$ cat config.mk
export PLATFORM = sky130hd
export DESIGN_NAME = stepper_phase_sequencer_unit
export DESIGN_NICKNAME = d
export VERILOG_FILES = /design/src/design/sps_pkg.sv /design/src/design/stepper_phase_sequencer_unit.sv
export SDC_FILE = /design/constraint.sdc
export NUM_CORES = 1
export LEC_CHECK = 0
export BUFFER_PORTS_ARGS = -buffer_cell sky130_fd_sc_hd__buf_2
export CAP_MARGIN = 30
export CORE_MARGIN = 5
export CORE_UTILIZATION = 40
export CTS_CLUSTER_DIAMETER = 50
export DETAILED_ROUTE_END_ITERATION = 8
export PLACE_DENSITY_LB_ADDON = 0.1
export REMOVE_ABC_BUFFERS = 1
export SLEW_MARGIN = 15
export SYNTH_ARGS = -nofsm -noshare
export SYNTH_HDL_FRONTEND = slang
export SYNTH_SLANG_ARGS = --single-unit
export TNS_END_PERCENT = 10
$ cat constraint.sdc
create_clock -name clock -period 4.6 [get_ports clock]
set_input_delay 0.23 -clock clock [delete_from_list [all_inputs] [get_ports clock]]
set_output_delay 0.23 -clock clock [all_outputs]
set_load 0.005 [all_outputs]
$ cat src/design/sps_pkg.sv
// shared codes, phase table and types for the stepper phase sequencer
package sps_pkg;

   localparam logic [1:0] OP_TICK    = 2'd0;
   localparam logic [1:0] OP_START   = 2'd1;
   localparam logic [1:0] OP_BREAK   = 2'd2;
   localparam logic [1:0] OP_RELEASE = 2'd3;

   localparam logic [1:0] MODE_TWO_WIRE  = 2'd0;
   localparam logic [1:0] MODE_SINGLE    = 2'd1;
   localparam logic [1:0] MODE_DOUBLE    = 2'd2;
   localparam logic [1:0] MODE_HALF_STEP = 2'd3;

   localparam logic [1:0] REG_DRIVE_MODE  = 2'd0;
   localparam logic [1:0] REG_DIRECTION   = 2'd1;
   localparam logic [1:0] REG_STEP_PERIOD = 2'd2;

   localparam logic [15:0] STEP_PERIOD_RESET = 16'd1000;
   localparam logic [15:0] STEP_PERIOD_MIN   = 16'd2;

   typedef struct packed {
      logic [3:0]  phase_bits;
      logic        step_taken;
      logic        finished;
      logic        running;
      logic [31:0] pulse_count;
   } rsp_word_type;

   function automatic logic [3:0] phase_lookup(input logic [1:0] mode, input logic [2:0] idx);
      logic [3:0] pattern;
      pattern = 4'h0;
      case (mode)
         MODE_TWO_WIRE: begin
            case (idx[1:0])
               2'd0:    pattern = 4'h2;
               2'd1:    pattern = 4'h3;
               2'd2:    pattern = 4'h1;
               default: pattern = 4'h0;
            endcase
         end
         MODE_SINGLE: begin
            case (idx[1:0])
               2'd0:    pattern = 4'h1;
               2'd1:    pattern = 4'h4;
               2'd2:    pattern = 4'h2;
               default: pattern = 4'h8;
            endcase
         end
         MODE_DOUBLE: begin
            case (idx[1:0])
               2'd0:    pattern = 4'h5;
               2'd1:    pattern = 4'h6;
               2'd2:    pattern = 4'hA;
               default: pattern = 4'h9;
            endcase
         end
         default: begin
            case (idx)
               3'd0:    pattern = 4'h1;
               3'd1:    pattern = 4'h5;
               3'd2:    pattern = 4'h4;
               3'd3:    pattern = 4'h6;
               3'd4:    pattern = 4'h2;
               3'd5:    pattern = 4'hA;
               3'd6:    pattern = 4'h8;
               default: pattern = 4'h9;
            endcase
         end
      endcase
      return pattern;
   endfunction

endpackage

$ cat src/design/stepper_phase_sequencer_unit.sv
// stepper phase sequencer: request register, step logic, response register, csr port
//
//   channel | direction | handshake              | payload
//   req     | in        | req_valid / req_stall  | operation, pulse_target
//   rsp     | out       | rsp_valid / rsp_stall  | phase_bits, step_taken, finished,
//           |           |                        | running, pulse_count
//   csr     | in        | psel / penable / pready| paddr, pwdata, prdata
//
// one word per cycle sustained while rsp_stall is low; rsp valid follows the req accept
// through the request register and then the response register around the step logic
// synchronous active-high reset: timer stopped, coils off, csr at defaults
// a stalled response holds; the request register still takes one more word
module stepper_phase_sequencer_unit (
   input  logic        clock,
   input  logic        reset,
   input  logic        req_valid,
   output logic        req_stall,
   input  logic [1:0]  req_operation,
   input  logic [31:0] req_pulse_target,
   output logic        rsp_valid,
   input  logic        rsp_stall,
   output logic [3:0]  rsp_phase_bits,
   output logic        rsp_step_taken,
   output logic        rsp_finished,
   output logic        rsp_running,
   output logic [31:0] rsp_pulse_count,
   input  logic        psel,
   input  logic        penable,
   input  logic        pwrite,
   input  logic [3:0]  paddr,
   input  logic [31:0] pwdata,
   output logic [31:0] prdata,
   output logic        pready
);

   logic [1:0]  drive_mode_ff;
   logic        direction_ff;
   logic [15:0] step_period_ff;

   logic        in_valid_ff, in_valid_in;
   logic [1:0]  in_op_ff;
   logic [31:0] in_target_ff;

   logic [15:0] tick_count_ff, tick_count_in;
   logic [2:0]  step_index_ff, step_index_in;
   logic [31:0] steps_done_ff, steps_done_in;
   logic [31:0] steps_wanted_ff, steps_wanted_in;
   logic        active_ff, active_in;
   logic [3:0]  coil_drive_ff, coil_drive_in;

   logic                 rsp_valid_ff, rsp_valid_in;
   sps_pkg::rsp_word_type rsp_word_ff, rsp_word_in;

   logic        req_accept, exec, csr_write;
   logic [1:0]  csr_index;
   logic [15:0] tick_next;
   logic [2:0]  idx_next;
   logic [31:0] done_next;
   logic        stepped, reached;

   // csr port
   assign pready    = 1'b1;
   assign csr_index = paddr[3:2];
   assign csr_write = psel & penable & pwrite;

   always_comb begin
      unique case (csr_index)
         sps_pkg::REG_DRIVE_MODE:  prdata = {30'd0, drive_mode_ff};
         sps_pkg::REG_DIRECTION:   prdata = {31'd0, direction_ff};
         sps_pkg::REG_STEP_PERIOD: prdata = {16'd0, step_period_ff};
         default:                  prdata = 32'd0;
      endcase
   end

   always_ff @(posedge clock) begin
      if (reset) begin
         drive_mode_ff  <= sps_pkg::MODE_TWO_WIRE;
         direction_ff   <= 1'b0;
         step_period_ff <= sps_pkg::STEP_PERIOD_RESET;
      end else if (csr_write) begin
         unique case (csr_index)
            sps_pkg::REG_DRIVE_MODE:  drive_mode_ff  <= pwdata[1:0];
            sps_pkg::REG_DIRECTION:   direction_ff   <= pwdata[0];
            sps_pkg::REG_STEP_PERIOD: step_period_ff <= pwdata[15:0];
            default: ;
         endcase
      end
   end

   // handshake
   assign exec        = in_valid_ff & (~rsp_valid_ff | ~rsp_stall);
   assign req_stall   = in_valid_ff & rsp_valid_ff & rsp_stall;
   assign req_accept  = req_valid & ~req_stall;
   assign in_valid_in = req_accept | (in_valid_ff & ~exec);
   assign rsp_valid_in = exec | (rsp_valid_ff & rsp_stall);

   always_ff @(posedge clock) begin
      if (reset) begin
         in_valid_ff  <= 1'b0;
         rsp_valid_ff <= 1'b0;
      end else begin
         in_valid_ff  <= in_valid_in;
         rsp_valid_ff <= rsp_valid_in;
      end
   end

   always_ff @(posedge clock) begin
      if (req_accept) begin
         in_op_ff     <= req_operation;
         in_target_ff <= req_pulse_target;
      end
      if (exec) begin
         rsp_word_ff <= rsp_word_in;
      end
   end

   // step logic
   always_comb begin
      tick_next = tick_count_ff + 16'd1;
      done_next = steps_done_ff + 32'd1;
      if (drive_mode_ff == sps_pkg::MODE_HALF_STEP) begin
         idx_next = direction_ff ? step_index_ff - 3'd1 : step_index_ff + 3'd1;
      end else begin
         idx_next = {1'b0, direction_ff ? step_index_ff[1:0] - 2'd1
                                        : step_index_ff[1:0] + 2'd1};
      end

      tick_count_in   = tick_count_ff;
      step_index_in   = step_index_ff;
      steps_done_in   = steps_done_ff;
      steps_wanted_in = steps_wanted_ff;
      active_in       = active_ff;
      coil_drive_in   = coil_drive_ff;
      stepped         = 1'b0;
      reached         = 1'b0;

      case (in_op_ff)
         sps_pkg::OP_TICK: begin
            if (active_ff) begin
               tick_count_in = tick_next;
               if (tick_next >= step_period_ff) begin
                  tick_count_in = 16'd0;
                  step_index_in = idx_next;
                  steps_done_in = done_next;
                  coil_drive_in = sps_pkg::phase_lookup(drive_mode_ff, idx_next);
                  stepped       = 1'b1;
                  if (steps_wanted_ff != 32'd0 && done_next >= steps_wanted_ff) begin
                     active_in = 1'b0;
                     reached   = 1'b1;
                  end
               end
            end
         end
         sps_pkg::OP_START: begin
            if (step_period_ff >= sps_pkg::STEP_PERIOD_MIN) begin
               tick_count_in   = 16'd0;
               steps_wanted_in = in_target_ff;
               steps_done_in   = 32'd0;
               active_in       = 1'b1;
            end
         end
         sps_pkg::OP_BREAK: active_in = 1'b0;
         default:           coil_drive_in = 4'h0;
      endcase

      rsp_word_in.phase_bits  = coil_drive_in;
      rsp_word_in.step_taken  = stepped;
      rsp_word_in.finished    = reached;
      rsp_word_in.running     = active_in;
      rsp_word_in.pulse_count = steps_done_in;
   end

   always_ff @(posedge clock) begin
      if (reset) begin
         tick_count_ff   <= 16'd0;
         step_index_ff   <= 3'd0;
         steps_done_ff   <= 32'd0;
         steps_wanted_ff <= 32'd0;
         active_ff       <= 1'b0;
         coil_drive_ff   <= 4'h0;
      end else if (exec) begin
         tick_count_ff   <= tick_count_in;
         step_index_ff   <= step_index_in;
         steps_done_ff   <= steps_done_in;
         steps_wanted_ff <= steps_wanted_in;
         active_ff       <= active_in;
         coil_drive_ff   <= coil_drive_in;
      end
   end

   assign rsp_valid       = rsp_valid_ff;
   assign rsp_phase_bits  = rsp_word_ff.phase_bits;
   assign rsp_step_taken  = rsp_word_ff.step_taken;
   assign rsp_finished    = rsp_word_ff.finished;
   assign rsp_running     = rsp_word_ff.running;
   assign rsp_pulse_count = rsp_word_ff.pulse_count;

`ifndef NO_ASSERTIONS
   a_finish_steps: assert property (@(posedge clock) disable iff (reset)
      rsp_valid_ff && rsp_word_ff.finished |-> rsp_word_ff.step_taken && !rsp_word_ff.running)
      else $error("finished word without a step or still running");

   a_stall_needs_word: assert property (@(posedge clock) disable iff (reset)
      req_stall |-> in_valid_ff && rsp_valid_ff)
      else $error("request stalled with a free slot");

   a_step_clears_tick: assert property (@(posedge clock) disable iff (reset)
      exec && stepped |=> tick_count_ff == 16'd0)
      else $error("tick counter not cleared after a step");

   a_idle_tick_quiet: assert property (@(posedge clock) disable iff (reset)
      exec && !active_ff && in_op_ff == sps_pkg::OP_TICK |=> $stable(steps_done_ff)
         && $stable(step_index_ff))
      else $error("tick while stopped changed the sequencer");

   a_index_in_range: assert property (@(posedge clock) disable iff (reset)
      exec && stepped && drive_mode_ff != sps_pkg::MODE_HALF_STEP |=> !step_index_ff[2])
      else $error("phase index beyond a four-entry table");
`endif

endmodule

==> results.cfg <==
[route]
first_pass_iters = 5
top_layer = met4
drt-met1-wl_mm = 11.7
drt_iter0_drc = 468
routed_wl_mm = 24.4
route.met2.wl_mm = 11.3
wl_per_cell_um = 16.2
drc = 0
vias = 7823
vias_per_cell = 5.17
wl_met3_mm = 1.00
drtAntennaViolNets = 0

[worst_setup_path]
path_max_fanout = 26
endpoint = rsp_pulse_count[19]$_DFFE_PP_
crit_family = compound AO/OA/AOI/OAI gates
r2r_cells = 14
crit_type = reg -> reg
critPathMaxStageDelay_ns = 0.44
r2r-start = tick_count_ff[0]$_SDFFE_PP0P_
reg2reg_to = rsp_pulse_count[19]$_DFFE_PP_
start_kind = flop
cp-end-kind = flop
crit_chain = ha_1 -> and3_1 -> nand2_1 -> nor3_1 -> xnor2_1 -> ha_1 -> nand2_1 -> nor3_1 -> o21ai_1 -> a211oi_4 -> o21ai_2 -> a21o_1 -> buf_4 -> a221o_1
startpoint = tick_count_ff[0]$_SDFFE_PP0P_
required_ns = 4.79
path_buf_inv = 1
slowest_stage = dfxtp_1
rrSetupSlack_ns = 0.45
critPathArrivalTime_ns = 4.34
cp.depth = 14

[synthesis]
yosys.area_share.simple_pct = 18.5
synth_top_family_by_area = simple AND/OR/NAND/NOR gates
synth_compound_area_share_pct = 16.4
synth.most_common_cell = nand2_1
syn_area_um2 = 9620
yosys_warnings = 0
synth_ff_type = dfxtp_1
synth_top_area_share_pct = 22.8
synth-xor-area-share_pct = 3.99
synth_edf_count = 73
synth_common_cells = 154 x nand2_1, 109 x dfxtp_1, 103 x a21oi_1, 74 x inv_1, 73 x edfxtp_1
postSynth.asyncResetShare_pct = 0
syn_area_per_cell_um2 = 9.14
synthAdderAreaFrac_pct = 7.75
ys_ff_latch = 182
synth_top_cell_by_area = edfxtp_1
synthCells = 1052
netlist-cell-type-count = 71
yosys-top-cells-area = edfxtp_1 23%, dfxtp_1 23%, ha_1 7.5%
yosys-mux-area-fraction_pct = 1.00
synth.yosys.seq_area_share_pct = 45.5

[layout]
diodes = 0
multiInputGateArea_um2 = 4660
fill_cells = 2352
finalNetCount = 1317
seq_area_um2 = 4370
area_growth_pct = 18.5
design_area_um2 = 11400
drive_gt1_share_pct = 16.1
finalNonFillerCells = 1513

[grt]
grt_pass1_vias = 7612
grt_pass1_wl_mm = 39.5
grt-ovfl-total = 0
grt_max_degree = 68
grt_usage_pct = 18.4
antenna_found_initial = 0

[sta]
finalHoldViolations = 0
relSlewSlack_pct = 43.1
slew_viol_final = 0
period_needed_ns = 4.15
skew_ns = 0.0136
tightest_slew_ns = 0.852
setup_viol = 0
fin_tns_setup_ns = 0
hold_slack_ns = 0.0158
fmax_ghz = 0.241
rsz0062_at_grt = no
period_share_pct = 90.3

[cts]
clkSinkCount = 182
cts_resized = 0
numCtsBuffers = 17
cts_tree = built
h-tree-depth = 4
clkTransAtPathRegs_ns = 0.08
cts_root_buf = clkbuf_16
clockBufferDepth = 2
insertion_delay_ns = 0.44

[pwr]
p_leak_nw = 4.61
power_per_cell_area_nw_per_um2 = 302
ir_drop_mv = 0.192
p_total_w = 0.00345

[placed_design]
dp_cells = 1444
io_buffers = 115
dp_hpwl_mm = 16.9
post_dp_cell_area_um2 = 10400
gp_congestion = 0.808

[die]
io_pins = 151
die_h_um = 165
core_area_um2 = 23500
start_util_pct = 40.9
rows = 56
die_area_um2 = 27200
die_w_um = 165

[worst_hold_path]
hold_class = in -> reg

[outcome]
outcome = completed

[flow_run]
maxCapViolCount = 0
==> area by class of cell <==
type	count	share of cell area (%)
Multi-Input combinational cell	735	40.9
Sequential cell	182	38.4
Timing Repair Buffer	169	9.75
Clock buffer	19	3.80
Tap cell	319	3.50
Inverter	76	2.50
Clock inverter	13	1.19
==> report_power, final <==
group          switching (W)  internal [W]
clock               0.000702      0.000765
sequential         0.0000210       0.00172
combinational       0.000141     0.0000971
total               0.000864       0.00258
==> cells by family (layout without fill, tap and decap cells) <==
group                    count (synthesis)  count (layout)
buffers and inverters                  150             277
XOR/XNOR                                43              43
adder cells (fa/ha/maj)                 59              59
other                                    2              17
AND/OR/NAND/NOR                        367             367
AO/OA/AOI/OAI                          240             240
multiplexers                             9               9
flip-flops                             182             182
==> worst min-delay path by stage <==
stage / from / to / slack (ns) / cells after the start
6_report: pwdata[10] / step_period_ff[10]$_SDFFE_PP0P_ / 0.02 / 3
5_1_grt: pwdata[6] / step_period_ff[6]$_SDFFE_PP1P_ / 0.01 / 3
4_1_cts: pwdata[10] / step_period_ff[10]$_SDFFE_PP0P_ / 0.002 / 3
3_5_place_dp: req_pulse_target[9] / in_target_ff[9]$_DFFE_PP_ / 0.41 / 1
3_3_place_gp: req_operation[1] / in_op_ff[1]$_DFFE_PP_ / 0.41 / 1
2_1_floorplan: reset / coil_drive_ff[0]$_SDFFE_PP0P_ / 0.30 / 1
==> cells in the final DEF (no fill, tap or decap), drive strengths merged, types with 17 or more instances in the layout <==
| cell type | count |
|---|---|
| a21oi | 103 |
| a22o | 22 |
| a22oi | 17 |
| and2 | 17 |
| buf | 133 |
| clkbuf | 19 |
| conb | 17 |
| dfxtp | 109 |
| dlygate4sd3 | 36 |
| edfxtp | 73 |
| ha | 58 |
| inv | 83 |
| nand2 | 155 |
| nand3 | 32 |
| nor2 | 64 |
| nor3 | 21 |
| o21ai | 27 |
| xnor2 | 27 |
==> worst reg2reg max path, cell delays in order, from the launching register on <==
cell and delay (ns):
dfxtp_1 0.44, ha_1 0.32, and3_1 0.27, nand2_1 0.14, nor3_1 0.24, xnor2_1 0.15
ha_1 0.30, nand2_1 0.06, nor3_1 0.29, o21ai_1 0.19, a211oi_4 0.43, o21ai_2 0.16
a21o_1 0.26, buf_4 0.26, a221o_1 0.38
==> flip-flops by register name, indices dropped and copies added, names as in the netlist, 2 cells and up <==
| name | flops |
|---|---|
| tick_count_ff | 16 |
| drive_mode_ff | 2 |
| in_op_ff | 2 |
| coil_drive_ff | 4 |
| rsp_pulse_count | 32 |
| rsp_phase_bits | 4 |
| step_period_ff | 16 |
| steps_done_ff | 32 |
| steps_wanted_ff | 32 |
| step_index_ff | 3 |
| in_target_ff | 32 |
==> timing repair <==
item	CTS	global route
setup buffers	0	0
endpoints found under the hold margin	36	0
hold buffers	36	0
endpoints found under the setup margin	0	0
==> layer usage <==
layer	vias up	global-route usage (%)
met5	-	0
met4	0	4.99
met3	26	3.65
met2	180	29.5
met1	3679	25.3
li1	3938	-
==> through the flow <==
stage | setup WS (ns) | utilization [%]
final | 0.446 | 48.4
after global routing | 0.220 | 48.4
after CTS | 0.524 | 48.3
after detailed placement | 0.556 | 44.4
after global placement | 0.563 | 44.2
after floorplan | 0.964 | -
Power figures use the tool's default switching activity.
